==> src/hdl/byte_plane_shuffle_macros.svh <==
// ----------------------------------------------------------------------------
// byte_plane_shuffle assertion macros
// Shared assertion wrappers. Defining ASSERT_OFF compiles them away.
// ----------------------------------------------------------------------------
`ifndef BYTE_PLANE_SHUFFLE_MACROS_SVH
`define BYTE_PLANE_SHUFFLE_MACROS_SVH

`ifndef ASSERT_OFF
// The consequent must hold in the same cycle as the antecedent.
`define BPS_ASSERT_IMP(lbl, clk, rst_n, ante, cons) \
    lbl: assert property (@(posedge clk) disable iff (!rst_n) (ante) |-> (cons)) \
        else $error("byte_plane_shuffle check failed");
// The consequent must hold in the cycle after the antecedent.
`define BPS_ASSERT_NXT(lbl, clk, rst_n, ante, cons) \
    lbl: assert property (@(posedge clk) disable iff (!rst_n) (ante) |=> (cons)) \
        else $error("byte_plane_shuffle check failed");
`else
`define BPS_ASSERT_IMP(lbl, clk, rst_n, ante, cons)
`define BPS_ASSERT_NXT(lbl, clk, rst_n, ante, cons)
`endif

`endif

==> src/hdl/bps_pkg.sv <==
// ----------------------------------------------------------------------------
// bps_pkg
// Types and constants shared by the byte plane shuffle modules.
// ----------------------------------------------------------------------------
package bps_pkg;

    localparam int MAX_BLOCK_BYTES = 4096;
    localparam int ADDR_W          = $clog2(MAX_BLOCK_BYTES);
    localparam int POS_W           = 13;
    localparam int TS_W            = 8;
    localparam int CFG_W           = 13;
    localparam int CFG_IDX_W       = 2;

    // Restoring divider: one quotient bit per cycle.
    localparam int DIV_STEPS = POS_W;
    localparam int DIV_CNT_W = $clog2(DIV_STEPS);

    localparam logic [TS_W-1:0]  TYPE_SIZE_RST   = TS_W'(4);
    localparam logic [POS_W-1:0] BLOCK_BYTES_RST = POS_W'(MAX_BLOCK_BYTES);
    localparam logic             DIRECTION_RST   = 1'b0;

    typedef enum logic [CFG_IDX_W-1:0] {
        CFG_TYPE_SIZE   = 2'd0,
        CFG_BLOCK_BYTES = 2'd1,
        CFG_DIRECTION   = 2'd2
    } t_cfg_idx;

    typedef enum logic {
        CMD_WRITE = 1'b0,
        CMD_READ  = 1'b1
    } t_cmd;

    typedef enum logic {
        DIR_SHUFFLE   = 1'b0,
        DIR_UNSHUFFLE = 1'b1
    } t_dir;

    typedef struct packed {
        logic       cmd;
        logic [7:0] in_byte;
    } t_in_item;

    typedef struct packed {
        logic [7:0] out_byte;
        logic       block_end;
    } t_out_item;

    // Controls for the source address walker.
    typedef struct packed {
        logic clear;
        logic step;
        logic dir;
    } t_walk_ctl;

endpackage

==> src/hdl/bps_div.sv <==
// ----------------------------------------------------------------------------
// bps_div
// Iterative restoring divider giving the element count and tail length.
// ----------------------------------------------------------------------------
module bps_div (
    input  logic                       i_clk,
    input  logic                       i_rst_n,
    input  logic                       i_start,
    input  logic [bps_pkg::POS_W-1:0]  i_dividend,
    input  logic [bps_pkg::TS_W-1:0]   i_divisor,
    output logic                       o_done,
    output logic [bps_pkg::POS_W-1:0]  o_quot,
    output logic [bps_pkg::TS_W-1:0]   o_rem
);
    import bps_pkg::*;

    localparam logic [DIV_CNT_W-1:0] DIV_LAST = DIV_CNT_W'(DIV_STEPS - 1);

    logic                 r_busy;
    logic                 r_done;
    logic [DIV_CNT_W-1:0] r_cnt;
    logic [TS_W-1:0]      r_rem;
    logic [POS_W-1:0]     r_quot;

    logic [TS_W:0]        w_shift;
    logic                 w_fits;
    logic [TS_W-1:0]      w_rem_n;

    always_comb begin
        w_shift = {r_rem, r_quot[POS_W-1]};
        w_fits  = (w_shift >= {1'b0, i_divisor});
        w_rem_n = w_fits ? TS_W'(w_shift - {1'b0, i_divisor}) : w_shift[TS_W-1:0];
    end

    always_ff @(posedge i_clk) begin
        if (!i_rst_n) begin
            r_busy <= 1'b0;
            r_done <= 1'b0;
            r_cnt  <= '0;
        end else if (i_start) begin
            r_busy <= 1'b1;
            r_done <= 1'b0;
            r_cnt  <= '0;
            r_rem  <= '0;
            r_quot <= i_dividend;
        end else if (r_busy) begin
            // The dividend shifts out of the top while quotient bits enter below.
            r_rem  <= w_rem_n;
            r_quot <= {r_quot[POS_W-2:0], w_fits};
            r_cnt  <= r_cnt + 1'b1;
            if (r_cnt == DIV_LAST) begin
                r_busy <= 1'b0;
                r_done <= 1'b1;
            end
        end else begin
            r_done <= 1'b0;
        end
    end

    assign o_done = r_done;
    assign o_quot = r_quot;
    assign o_rem  = r_rem;

endmodule

==> config.mk <==
export PLATFORM = sky130hd
export DESIGN_NAME = bps_div
export DESIGN_NICKNAME = d
export VERILOG_FILES = /design/src/hdl/byte_plane_shuffle_macros.svh /design/src/hdl/bps_pkg.sv /design/src/hdl/bps_div.sv
export SDC_FILE = /design/constraint.sdc
export NUM_CORES = 1
export LEC_CHECK = 0
export BUFFER_PORTS_ARGS = -buffer_cell sky130_fd_sc_hd__buf_2
export CAP_MARGIN = 25
export CORE_MARGIN = 2
export CORE_UTILIZATION = 51
export DETAILED_ROUTE_END_ITERATION = 6
export PLACE_DENSITY = 0.78
export SLEW_MARGIN = 20
export SYNTH_ARGS = -nofsm -noshare
export SYNTH_HDL_FRONTEND = slang
export SYNTH_SLANG_ARGS = --single-unit
==> constraint.sdc <==
create_clock -name i_clk -period 2.5 [get_ports i_clk]
set_input_delay 0.375 -clock i_clk [delete_from_list [all_inputs] [get_ports i_clk]]
set_output_delay 0.375 -clock i_clk [all_outputs]
set_load 0.005 [all_outputs]
Yosys cells after proc, flatten, opt, wreduce, memory -nomap -nowiden
Cells that the tools add are included.

storage, ports and cells
  memories = 0
  latch bits = 0
  word-level logic and storage cells = 22
  flip-flop bits (word level) = 27
  memory bits (read-only) = 0
  memory bits (writable) = 0

cells by class
  multipliers = 0
  add/subtract/negate cells = 2
  equality and inequality tests = 1
  shift-type cells = 0
  div/mod/pow operators = 0
  $lt $le $gt $ge = 1
  muxes and demuxes = 7
  bitwise operators = 2
  reduce and logical (&&, ||, !) cells = 4

operator list
  cell                                                           number
  13-bit 2-to-1 mux                                              2
  8-bit 2-to-1 mux                                               2
  9-bit by 8-bit >= comparator with 1-bit output                 1
  8-bit subtractor                                               1
  4-bit by 1-bit adder with 4-bit output, second input constant  1
  4-bit == test, second input constant                           1
  1-bit 2-to-1 mux                                               3
  3-bit OR reduction                                             1
  1-bit NOT                                                      2
  2-bit AND reduction                                            1
  2-bit nonzero test                                             1
  2-bit OR reduction                                             1

Depth between registers and ports, before layout
  depth in word-level cells = 4
  gate-level depth with buffers = 8
  depth with buffers taken out = 8

Worst setup path after synthesis
Ideal clock, no wire load.

  path kind = register to register
  start = register r_rem[0] (netlist: o_rem[0])
  end = register r_quot[0] (netlist: o_quot[0]) (data pin)
  data required time = 2,240 ps
  setup time = 260 ps
  cell stages (with the launch flop) = 7
  setup slack = 556 ps
  period minus slack after synthesis = 1,944 ps
  data arrival time = 1,685 ps
  cell sequence = edfxtp_1 > ha_1 > nor2b_1 > o21ai_2 > a31o_4 > nand2_4 > mux2_2

on the way
  cells in the longest elaborated chain, start to end = 3

RTL lines
  element                                         RTL line       RTL
  start: declaration                              bps_div.sv:22  logic [TS_W-1:0] r_rem;
  start signal: assignment                        bps_div.sv:48  r_rem <= w_rem_n;
  9-bit by 8-bit >= comparator with 1-bit output  bps_div.sv:31  w_fits = (w_shift >= {1'b0, i_divisor});
  13-bit 2-to-1 mux                               bps_div.sv:46  end else if (r_busy) begin
  13-bit 2-to-1 mux                               bps_div.sv:40  end else if (i_start) begin
  end signal: assignment                          bps_div.sv:45  r_quot <= i_dividend;
  end signal: assignment                          bps_div.sv:49  r_quot <= {r_quot[POS_W-2:0], w_fits};
  end: declaration                                bps_div.sv:23  logic [POS_W-1:0] r_quot;

Every way passes these cells. The select of a mux whose other input is x is not followed.
A chain may end at the register's enable or synchronous reset.

Final worst setup path
  start = register r_quot[12] (netlist: o_quot[12])
  end = register r_rem[6] (netlist: o_rem[6]) (data pin)

on the way
  cells in the longest elaborated chain, start to end = 3
  elaborated cells on any way between the ends = 4
  those cells by class = add/sub: 1; order compare: 1; mux: 2

RTL lines
  element                                                                                    RTL line                      RTL
  8-bit subtractor / 9-bit by 8-bit >= comparator with 1-bit output (equally long branches)  bps_div.sv:32, bps_div.sv:31
  8-bit 2-to-1 mux *                                                                         bps_div.sv:32                 w_rem_n = w_fits ? TS_W'(w_shift - {1'b0, i_divisor}) : w_shift[TS_W-1:0];
  8-bit 2-to-1 mux *                                                                         bps_div.sv:46

Mark *: on every way between the ends. The rest lies on a longest branch, timed or not. The select of a mux whose other input is x is not followed.

==> run_results.csv <==
group,metric,value,unit
run_status,status,"finished, final reports clean",
pwr,seq_power_share,53.6,%
pwr,p_leak,0.7879,nW
pwr,p_per_area,529.8,nW/um2
synth,synth_fp_nets,170,
run,drv_cap,0,
floorplanning,floorplan.initialDensity,53.26,%
drt,wl_per_cell,13.92,um
floorplanning,core_area,3028,um2
pwr,p_int,0.7165,mW
sta,worst_clock_skew,0.004572,ns
worst_hold_path,hp-class,"input port to flop",
drt,via_per_inst,5.463,
sta,hold_viol,0,
finish,fill_cells,248,
synth,synth-main-ff-cell,"edfxtp_1",
pwr,p_clk_share,20.0,%
sta,fin_crit_sh,85.79,%
sta,clock.fmax,466.2,MHz
synth,synth_area_per_cell,11.95,um2
floorplanning,ios,46,
synth,synth_seq_area_share,46.55,%
setup_path,start_kind,"flop",
synth,synth_area,1613,um2
setup_path,startpoint,"o_quot[12]",
sta,rsz0062_at_grt,"false",
clocking,clock_sinks,27,
clocking,cts_tree,"yes",
sta,setup_viol,0,
setup_path,arrival,2.33,ns
setup_path,timing.rr.start,"o_quot[12]",
drt,firstDrtPassIters,4,
clocking,cts_buffers,3,
finish,antennaDiodeCount,0,
drt,drt_iter0_drc,21,
clocking,cts_root_buf,"clkbuf_4",
placed_design,dpl_worst_slack,0.3348,ns
clocking,clk_latency,0.33,ns
pwr,p_sw,0.2984,mW
finish,layout_common_cells,"buf_2, edfxtp_1, mux2_2, inv_1, ha_1",
clocking,cts_hold_buffers,0,
floorplanning,rows,20,
floorplanning,fp.dieH,60.24,um
setup_path,path_max_fanout,3,
floorplanning,dieArea,3628,um2
sta,tns,0,ns
synth,async_flop_share,0,%
pwr,swShare,29.40,%
finish,drive_gt1_share,40.44,%
finish,fin_area,1916,um2
clocking,cts_max_level,1,
global_route,grt_pass1_vias,1150,
drt,drtAntennaViolNets,0,
sta,max_slew.worst_pin.slew,0.4805,ns
clocking,path_clk_slew,0.15,ns
synth,syn-instance-count,135,
global_route,grt_use_total,18.49,%
placed_design,numPortBuffers,45,
finish,final_common_cell,"buf_2",
clocking,cts_setup_buffers,0,
placed_design,dpl_cell_area,1884,um2
setup_path,cp-end-kind,"flop",
drt,vias,1240,
synth,synth_cell_type_count,44,
clocking,cts_resized,0,
placed_design,place.gp.congestion,0.8019,
worst_hold_path,hold_start,"i_dividend[9]",
synth,synth.ff_latch_count,27,
sta,final.setup.worst_slack,0.3552,ns
sta,period_minus_slack,2.145,ns
setup_path,crit_type,"flop to flop",
placed_design,detailed_place_hpwl,2469,um
global_route,grt_max_degree,25,
floorplanning,die_w,60.24,um
pwr,vdd_drop_max,0.0004203,V
finish,area.growth.synth_to_final,18.77,%
sta,slew_headroom,67.97,%
clocking,clock_path_buffers,2,
drt,wirelength,3159,um
synth,yosysWarnings,0,
global_route,grt_pass1_wl,4947,um
synth,synth_edf_count,21,
finish,finalNetCount,219,
setup_path,required,2.69,ns
global_route,grt_antenna_before_repair,0,
drt,drc,0,
sta,slew_viol_final,0,
pwr,total_power,1.015,mW
global_route,overflow,0,
pwr,combPwrFrac,26.3,%
## state kept, by name, summed over array words and instances, names as in the netlist
| signal | flops |
|---|---|
| o_rem | 8 |
| r_cnt | 4 |
| r_busy | 1 |
| o_quot | 13 |
| o_done | 1 |
## kinds of logic (layout without fill, tap and decap cells)
family          count (synthesis)  in the layout  synth area share [%]
simple gates                   32             32                 12.34
buf+inv                        14             62                 4.033
flops                          27             27                 46.55
mux                            14             14                 9.697
compound gates                 33             33                 16.21
fa+ha+maj                      11             11                 8.999
xor+xnor                        4              4                 2.173
## layout make-up
| type | instances | area [um2] | share of cell area [%] |
|---|---|---|---|
| timing repair buffer | 47 | 240.2 | 12.54 |
| clock inverter | 1 | 8.758 | 0.4572 |
| clock buffer | 3 | 22.52 | 1.176 |
| inverter | 11 | 41.29 | 2.155 |
| multi-input combinational | 94 | 797.0 | 41.61 |
| tap | 44 | 55.05 | 2.874 |
| sequential | 27 | 750.7 | 39.19 |
## stage by stage
stage                     hold WS, ns  utilization [%]  instances
after floorplan                0.5013                -        135
after global placement         0.5240            62.23        223
after detailed placement       0.5354            62.23        223
after CTS                      0.3229            63.26        227
after global routing           0.3071            63.26        227
final                          0.3312            63.26        227
## power groups by stage
stage                     Combinational (mW)  Clock (mW)  Sequential (mW)
final                                  0.267       0.203            0.544
after global routing                   0.295       0.226            0.547
after CTS                              0.267       0.209            0.545
after detailed placement               0.265           0            0.555
after global placement                 0.257           0            0.553
after floorplan                        0.186           0            0.553
## critical path, cell delays in order (launching register included)
cell	delay [ns]
edfxtp_1	0.41
inv_1	0.05
ha_1	0.20
fa_1	0.42
nor2b_1	0.17
o31a_1	0.16
o22ai_1	0.09
or3_1	0.32
a31oi_1	0.17
## path summary, 6_finish.rpt
kind / to / slack [ns] / cells after the start
setup / recovery: o_rem[6] / 0.36 / 8
hold / removal: o_quot[9] / 0.33 / 2
setup reg to reg: o_rem[6] / 0.36 / 8
hold reg to reg: r_busy / 0.57 / 2
## synthesized netlist by cell type (all sizes together) (4+ instances only)
master / n / share of area, %
a21oi: 8 / 3.2
dfxtp: 6 / 7.4
edfxtp: 21 / 39
ha: 10 / 7.8
inv: 11 / 2.6
mux2: 13 / 9.1
nand3: 8 / 3.3
nor2: 6 / 1.4
o21a: 4 / 1.9
o21ai: 6 / 2.1
## per-layer routing
metal | part of all wire (%) | routed length [um] | vias to the layer above | global-route usage (%)
met5 | 0 | 0 | - | 0
met4 | 3.3 | 105 | 0 | 9.524
met3 | 4.7 | 147 | 11 | 4.762
met2 | 52 | 1645 | 38 | 32.92
met1 | 40 | 1260 | 587 | 19.92
li1 | - | - | 604 | -
Power figures use the tool's default switching activity.
