## config.mk

```make
export PLATFORM = sky130hd
export DESIGN_NAME = bps_addr
export DESIGN_NICKNAME = d
export VERILOG_FILES = /design/src/hdl/byte_plane_shuffle_macros.svh /design/src/hdl/bps_pkg.sv /design/src/hdl/bps_addr.sv
export SDC_FILE = /design/constraint.sdc
export NUM_CORES = 1
export LEC_CHECK = 0
export ABC_CLOCK_PERIOD_IN_PS = 9600
export BUFFER_PORTS_ARGS = -buffer_cell sky130_fd_sc_hd__buf_2
export CORE_UTILIZATION = 57
export CTS_CLUSTER_DIAMETER = 50
export DETAILED_ROUTE_END_ITERATION = 12
export GPL_TIMING_DRIVEN = 0
export PLACE_DENSITY = 0.89
export SETUP_SLACK_MARGIN = 0.5
export SLEW_MARGIN = 0
export SYNTH_ARGS = -nofsm -noshare
export SYNTH_HDL_FRONTEND = slang
export SYNTH_SLANG_ARGS = --single-unit
```

## constraint.sdc

```tcl
create_clock -name i_clk -period 9.6 [get_ports i_clk]
set_input_delay 0 -clock i_clk [delete_from_list [all_inputs] [get_ports i_clk]]
set_output_delay 0 -clock i_clk [all_outputs]
set_load 0.05 [all_outputs]
```

## src/hdl/byte_plane_shuffle_macros.svh

```systemverilog
// ----------------------------------------------------------------------------
// byte_plane_shuffle assertion macros
// Shared assertion wrappers. Defining ASSERT_OFF compiles them away.
// ----------------------------------------------------------------------------
`ifndef BYTE_PLANE_SHUFFLE_MACROS_SVH
`define BYTE_PLANE_SHUFFLE_MACROS_SVH

`ifndef ASSERT_OFF
// The consequent must hold in the same cycle as the antecedent.
`define BPS_ASSERT_IMP(lbl, clk, rst_n, ante, cons) \
    lbl: assert property (@(posedge clk) disable iff (!rst_n) (ante) |-> (cons)) \
        else $error("byte_plane_shuffle check failed");
// The consequent must hold in the cycle after the antecedent.
`define BPS_ASSERT_NXT(lbl, clk, rst_n, ante, cons) \
    lbl: assert property (@(posedge clk) disable iff (!rst_n) (ante) |=> (cons)) \
        else $error("byte_plane_shuffle check failed");
`else
`define BPS_ASSERT_IMP(lbl, clk, rst_n, ante, cons)
`define BPS_ASSERT_NXT(lbl, clk, rst_n, ante, cons)
`endif

`endif

```

## src/hdl/bps_pkg.sv

```systemverilog
// ----------------------------------------------------------------------------
// bps_pkg
// Types and constants shared by the byte plane shuffle modules.
// ----------------------------------------------------------------------------
package bps_pkg;

    localparam int MAX_BLOCK_BYTES = 4096;
    localparam int ADDR_W          = $clog2(MAX_BLOCK_BYTES);
    localparam int POS_W           = 13;
    localparam int TS_W            = 8;
    localparam int CFG_W           = 13;
    localparam int CFG_IDX_W       = 2;

    // Restoring divider: one quotient bit per cycle.
    localparam int DIV_STEPS = POS_W;
    localparam int DIV_CNT_W = $clog2(DIV_STEPS);

    localparam logic [TS_W-1:0]  TYPE_SIZE_RST   = TS_W'(4);
    localparam logic [POS_W-1:0] BLOCK_BYTES_RST = POS_W'(MAX_BLOCK_BYTES);
    localparam logic             DIRECTION_RST   = 1'b0;

    typedef enum logic [CFG_IDX_W-1:0] {
        CFG_TYPE_SIZE   = 2'd0,
        CFG_BLOCK_BYTES = 2'd1,
        CFG_DIRECTION   = 2'd2
    } t_cfg_idx;

    typedef enum logic {
        CMD_WRITE = 1'b0,
        CMD_READ  = 1'b1
    } t_cmd;

    typedef enum logic {
        DIR_SHUFFLE   = 1'b0,
        DIR_UNSHUFFLE = 1'b1
    } t_dir;

    typedef struct packed {
        logic       cmd;
        logic [7:0] in_byte;
    } t_in_item;

    typedef struct packed {
        logic [7:0] out_byte;
        logic       block_end;
    } t_out_item;

    // Controls for the source address walker.
    typedef struct packed {
        logic clear;
        logic step;
        logic dir;
    } t_walk_ctl;

endpackage

```

## src/hdl/bps_addr.sv

```systemverilog
// ----------------------------------------------------------------------------
// bps_addr
// Plane and element counters that walk the source address of each read.
// ----------------------------------------------------------------------------
module bps_addr (
    input  logic                       i_clk,
    input  logic                       i_rst_n,
    input  bps_pkg::t_walk_ctl         i_ctl,
    input  logic [bps_pkg::TS_W-1:0]   i_type_size,
    input  logic [bps_pkg::POS_W-1:0]  i_elem_count,
    output logic [bps_pkg::POS_W-1:0]  o_src
);
    import bps_pkg::*;

    logic [TS_W-1:0]  r_plane;
    logic [POS_W-1:0] r_elem;
    logic [POS_W-1:0] r_src;

    logic [TS_W-1:0]  n_plane;
    logic [POS_W-1:0] n_elem;
    logic [POS_W-1:0] n_src;
    logic [TS_W:0]    w_plane_inc;
    logic [POS_W:0]   w_elem_inc;

    always_comb begin
        w_plane_inc = {1'b0, r_plane} + 1'b1;
        w_elem_inc  = {1'b0, r_elem} + 1'b1;
        n_plane     = r_plane;
        n_elem      = r_elem;
        n_src       = r_src;
        if (i_ctl.clear) begin
            n_plane = '0;
            n_elem  = '0;
            n_src   = '0;
        end else if (i_ctl.step) begin
            if (i_ctl.dir == DIR_SHUFFLE) begin
                // Walk down one plane, one element stride at a time.
                if (w_elem_inc >= {1'b0, i_elem_count}) begin
                    n_elem  = '0;
                    n_plane = w_plane_inc[TS_W-1:0];
                    n_src   = POS_W'(w_plane_inc);
                end else begin
                    n_elem  = w_elem_inc[POS_W-1:0];
                    n_src   = POS_W'(r_src + POS_W'(i_type_size));
                end
            end else begin
                // Gather one element from every plane in turn.
                if (w_plane_inc >= {1'b0, i_type_size}) begin
                    n_plane = '0;
                    n_elem  = w_elem_inc[POS_W-1:0];
                    n_src   = w_elem_inc[POS_W-1:0];
                end else begin
                    n_plane = w_plane_inc[TS_W-1:0];
                    n_src   = POS_W'(r_src + i_elem_count);
                end
            end
        end
    end

    always_ff @(posedge i_clk) begin
        if (!i_rst_n) begin
            r_plane <= '0;
            r_elem  <= '0;
            r_src   <= '0;
        end else begin
            r_plane <= n_plane;
            r_elem  <= n_elem;
            r_src   <= n_src;
        end
    end

    assign o_src = r_src;

endmodule

```

Word level (Yosys, flattened, before mapping). Index checks and enable logic that the tools add are counted.

Word-level logic and storage cells: 24. Bits of input ports: 26. Output and inout port bits: 13. Bits in registers: 34.

Reduce and logical (&&, ||, !) cells: 4. Equal/unequal tests: 1. Multiplexer cells: 9. Bitwise logic cells: 1. $lt $le $gt $ge: 2. $add $sub $neg: 4.

Operator list (number): 13-bit 2-to-1 mux (6); 8-bit 2-to-1 mux (3); 13-bit by 1-bit adder with 14-bit output (second input constant) (1); 14-bit by 13-bit greater-or-equal comparator with 1-bit output (1); 13-bit adder (1); 13-bit by 8-bit adder with 13-bit output (1); 8-bit by 1-bit adder with 9-bit output (second input constant) (1); 9-bit by 8-bit greater-or-equal comparator with 1-bit output (1); 2-bit AND reduction (2); 2-bit by 1-bit != test with 1-bit output (second input constant) (1); 2-bit nonzero test (1); 2-bit OR reduction (1); 1-bit NOT (1).

Logic depth before layout (Yosys ltp).
Word-level depth: 4. Gate-level depth with buffers: 14. Mapped depth without buffers: 12.

Worst setup path before layout. OpenSTA, ideal clock, no wires.

Path kind: register to register. Start point: register r_elem[2]. End point: register r_src[5], in the netlist o_src[5]. Data required time: 9483 ps. Library setup time: 117 ps. Setup slack: 6465 ps. Stages on the path, launching flop included: 14. Path buffers: 2. Arrival: 3017 ps. Clock period less this slack: 3135 ps. Cells stage by stage: dfxtp_1 -> and4_4 -> and4_4 -> buf_6 -> nand3_1 -> xnor2_1 -> ha_1 -> a21o_1 -> a21o_1 -> a311oi_4 -> o311ai_4 -> buf_6 -> a211o_1 -> a32o_1.

Word-level cells in the longest chain between the ends: 4. Elaborated cells on any way between the ends: 5. Those cells by class: 1 x add/sub; 1 x order compare; 3 x mux.

RTL lines: from (decl) (RTL line bps_addr.sv:16) `logic [POS_W-1:0] r_elem;`; from (signal assigned) (RTL line bps_addr.sv:67) `r_elem <= n_elem;`; 13-bit by 1-bit adder with 14-bit output * (RTL line bps_addr.sv:27) `w_elem_inc = {1'b0, r_elem} + 1'b1;`; 14-bit by 13-bit greater-or-equal comparator with 1-bit output (RTL line bps_addr.sv:38) `if (w_elem_inc >= {1'b0, i_elem_count}) begin`; 13-bit 2-to-1 mux (RTL line bps_addr.sv:38); 13-bit 2-to-1 mux * (RTL line bps_addr.sv:36) `if (i_ctl.dir == DIR_SHUFFLE) begin`; to (signal assigned) (RTL line bps_addr.sv:68) `r_src <= n_src;`; to (decl) (RTL line bps_addr.sv:17) `logic [POS_W-1:0] r_src;`.

Every way passes the cells marked *; elsewhere a longest branch is shown, timed or not. A chain may end at the register's enable or synchronous reset.

Worst setup path after layout. Ends and elaborated chain as after synthesis.

==> results <==
- The flow ran to the end, and the final reports show no timing, DRC or antenna violations.
- The floorplan has 28 rows.
- The number of cells on the worst hold path is 4.
- Wires add up to 9.15 mm.
- For this run, the number of Yosys warnings is 0.
- The placeable core region is roughly 6000 µm².
- The share of total power dissipated in sequential elements is 0.383.
- The max-slew violation count is 0.
- The diode insertion count for antenna repair is 0.
- The layout has just over 500 filler cells.
- The first-pass GRT wire length is between 15 and 20 mm.
- The tool flagged a number of max-cap violations equal to 0.
- The CTS tree is built.
- The number of nets still failing antenna checks after routing is 0.
- The post-route core utilization is 0.655.
- The die is between 80 and 90 µm tall.
- In this run the most critical hold path is launched from i_ctl[1].
- The via count of the first global-routing pass is 3,223.
- The number of sinks driven by the clock tree is 34.
- Of the cells placed in the final design, the portion with a size suffix greater than 1 is 0.144.
- The slack of the worst reg-to-reg path is 5.99 ns.
- The power dissipated by switching net loads is between 0.1 and 0.15 mW.
- STA classifies the critical path endpoint as a flip-flop.
- The number of buffers and inverters on the critical path is 2.
- After global routing the overflow that remains totals 0.
- The cell type with the largest total area after synthesis is sky130_fd_sc_hd__dfxtp_1.
- Across the routed clock network, the largest skew measured is around 0.015 ns.
- The number of antenna violations at the first check in global routing was 0.
- The signal on the critical path passes through and4_4 > and4_4 > buf_6 > nand3_1 > xnor2_1 > ha_1 > nand4_1 > nor4_1 > a311oi_4 > o311ai_4 > buf_6 > nor2_1 > a211o_1 > a32o_1.
- The logic depth of the worst register-to-register path is 14.
- The clock tree synthesis step divided the H-tree into 2 levels.
- At the later pin of the worst-skew pair, clock insertion delay measures ~0.3 ns.
- The share of synthesized registers carrying an async set or reset is 0.
- The die covers roughly 6400 µm².
- In this run the tightest slew margin relative to its limit is 0.546.
- The reg-to-reg critical path startpoint is r_elem[2].
- Internal power comes to 0.265 mW.
- The area occupied by multi-input gates is about 2600 µm².
- The per-cell via count in the routed design is ~6.4.
- The number of post-CTS setup repair buffers is 0.
- The worst setup path is launched from a flip-flop.
- The end of the worst register-to-register path is o_src[5].
- The initial cell density of the core is 0.588.
- Before antenna repair, the detailed router went through 5 iterations.
- The average cell area after synthesis is around 8 µm².
- The post-synthesis sequential element count is 34.
- From left edge to right edge, the die measures between 80 and 90 µm.
- The actual slew at the worst max-slew pin is around 0.68 ns.
- For the finished layout, the period the worst path requires is between 3 and 4 ns.
- The final count of hold timing violations was 0.
- The tightest min-delay check is of the in2reg type.
- The area growth from synthesis to layout is 11.4%.
- The kind of critical path is reg2reg.
- During placement, the flow inserted port buffers numbering 38.
- The number of enable flip-flop cells after synthesis is 0.
- The required time of the worst setup path is 9.80 ns.
- The upper clock frequency limit is about 280 MHz.
- In the post-synthesis netlist, the biggest area contributors are sky130_fd_sc_hd__dfxtp_1 (20%), sky130_fd_sc_hd__ha_1 (15%), sky130_fd_sc_hd__a21oi_1 (4.6%).
- Detailed placement finished with a half-perimeter wire length of between 7 and 8 mm.
- Entering global routing, the biggest net connects 11 pins.
- The tree is rooted in a sky130_fd_sc_hd__clkbuf_8.
- The share of power burned in combinational logic is 0.252.
- The detailed-route DRC error count is 0.
- For this run, the total global-route usage over all layers was measured as 0.305.
- On the worst path, the slowest cell contributes a delay of 0.54 ns.
- In this run, post-CTS repair resized a total of 0 instances.
- The clock power share is 0.365.
- Power spread over the standard cell area amounts to between 100 and 150 nW/µm².
- On the critical path, the stage with the largest delay is an instance of sky130_fd_sc_hd__nor4_1.
- Of the total power, the share spent switching nets is 0.316.
- The I/O pin count is 39.
- The number of vias after detailed routing is 3,491.
- Counting every net in the synthesized netlist gives approximately 500.
- Hold repair after CTS inserted 0 buffers.
- Adding up every negative setup slack in the final design gives 0 ns.
- The synthesized netlist cell count is around 430.
- The commonest cells after synthesis are sky130_fd_sc_hd__ha_1 (43), sky130_fd_sc_hd__dfxtp_1 (34), sky130_fd_sc_hd__a21oi_1 (32).
- Clock-pin slew was measured on the worst setup and hold paths at approximately 0.08 ns.
- The analysis attributes to cell leakage a power of 1.84 nW.
- Setup repair after global routing left no endpoint under its margin.
- The worst hold path terminates at r_plane[2].
- The arrival time of the worst setup path is roughly 3.8 ns.
- The most used flip-flop cell after synthesis is sky130_fd_sc_hd__dfxtp_1.
- The global placer's final weighted congestion is approximately 0.88.
- The maximum buffer depth of the clock tree is 2.
- The worst-case vdd ir drop is 0.0788 mV.
- The net count of the finished layout is between 500 and 600.
- Among cell families on the critical path, the largest total delay comes from simple AND/OR/NAND/NOR gates.
- The violation count after the first detailed-routing iteration is roughly 300.
- The number of distinct standard cells referenced by the synthesized netlist is 70.
- The number of buffers created by CTS is 5.
- The routed length per instance is approximately 17 µm.
- The share of synthesized area in the top cell type comes to 0.196.
- Of the available clock period, the critical path in the final layout requires 0.376.
- The number of setup violations in the final report is 0.
- In the final layout, flip-flops and latches occupy slightly below 700 µm².
- By instance count, the leading cell after synthesis is sky130_fd_sc_hd__ha_1.
- After synthesis the cells add up to between 3000 and 4000 µm².
- The proportion of synthesized chip area in sequential cells is 0.196.
- Along the worst path, the maximum fanout reaches 10.
-- worst max-delay path by stage --
stage | startpoint | end | slack (ns) | cells after the start
4_1_cts | r_elem[2] | o_src[5] | 6.02 | 14
3_3_place_gp | r_plane[2] | r_elem[5] | 6.15 | 13
2_1_floorplan | r_elem[2] | o_src[5] | 6.47 | 13
3_5_place_dp | r_elem[2] | o_src[5] | 6.06 | 14
6_report | r_elem[2] | o_src[5] | 5.99 | 14
5_1_grt | r_plane[2] | r_elem[9] | 5.75 | 13
-- metrics by stage --
step / power (mW) / hold slack (ns) / std cells / area (µm²) / setup slack [ns]
CTS: 0.386 / 0.127 / 548 / 3880 / 6.02
global route: 0.402 / 0.152 / 548 / 3880 / 5.75
detailed placement: 0.248 / 0.441 / 541 / 3760 / 6.06
global placement: 0.244 / 0.429 / 541 / 3760 / 6.15
finish: 0.388 / 0.119 / 548 / 3880 / 5.99
floorplan: 0.221 / 0.261 / 428 / 3480 / 6.47
-- layout by cell type (no fill, tap or decap), types with 6 or more instances in the layout --
cell	count
sky130_fd_sc_hd__a211oi_1	6
sky130_fd_sc_hd__a21o_1	8
sky130_fd_sc_hd__a21oi_1	32
sky130_fd_sc_hd__a22oi_1	10
sky130_fd_sc_hd__a32o_1	6
sky130_fd_sc_hd__and3_1	9
sky130_fd_sc_hd__buf_2	43
sky130_fd_sc_hd__clkbuf_1	12
sky130_fd_sc_hd__clkbuf_8	6
sky130_fd_sc_hd__dfxtp_1	34
sky130_fd_sc_hd__ha_1	43
sky130_fd_sc_hd__inv_1	29
sky130_fd_sc_hd__mux2i_1	8
sky130_fd_sc_hd__nand2_1	21
sky130_fd_sc_hd__nand3_1	22
sky130_fd_sc_hd__nor2_1	27
sky130_fd_sc_hd__nor2b_1	7
sky130_fd_sc_hd__o211ai_1	6
sky130_fd_sc_hd__o21ai_0	16
sky130_fd_sc_hd__xnor2_1	18
sky130_fd_sc_hd__xor2_1	10
-- area by class of cell --
type | instances | area share
Inverter | 30 | 0.0290
Tap cell | 75 | 0.0242
Buffer | 20 | 0.0252
Clock buffer | 6 | 0.0213
Clock inverter | 1 | 0.00774
Sequential cell | 34 | 0.176
Multi-Input combinational cell | 344 | 0.668
Timing Repair Buffer | 38 | 0.0490
-- power groups by stage --
stage	combinational (mW)	clock [mW]	sequential [mW]
3_3_place_gp	0.0920	0	0.152
5_1_grt	0.108	0.145	0.149
6_report	0.0978	0.141	0.149
4_1_cts	0.0966	0.141	0.148
2_1_floorplan	0.0622	0	0.159
3_5_place_dp	0.0957	0	0.152
-- state kept, by name, summed over array words and instances (netlist names) --
| name | flops |
|---|---|
| o_src | 13 |
| r_elem | 13 |
| r_plane | 8 |
-- layer usage --
layer | vias up | part of all wire | global-route usage
met1 | 1642 | 0.42 | 0.377
li1 | 1695 | - | -
met3 | 20 | 0.060 | 0.0443
met2 | 134 | 0.50 | 0.545
met4 | 0 | 0.014 | 0.0839
met5 | - | 0 | 0
-- tightest hold or removal path: cells and delay by family --
family,cells,cell delay (ns)
AOI/OAI and AO/OA,2,0.14
and+or+nand+nor,1,0.11
buffers and inverters,1,0.13
-- logic make-up after synthesis --
group | Yosys count | synth area share
AOI/OAI and AO/OA | 136 | 0.285
buffers and inverters | 50 | 0.0604
and+or+nand+nor | 124 | 0.190
xor gates and xnor gates | 28 | 0.0705
muxes | 11 | 0.0327
DFF | 34 | 0.196
adders and majority gates | 45 | 0.166
Power figures use the tool's default switching activity.
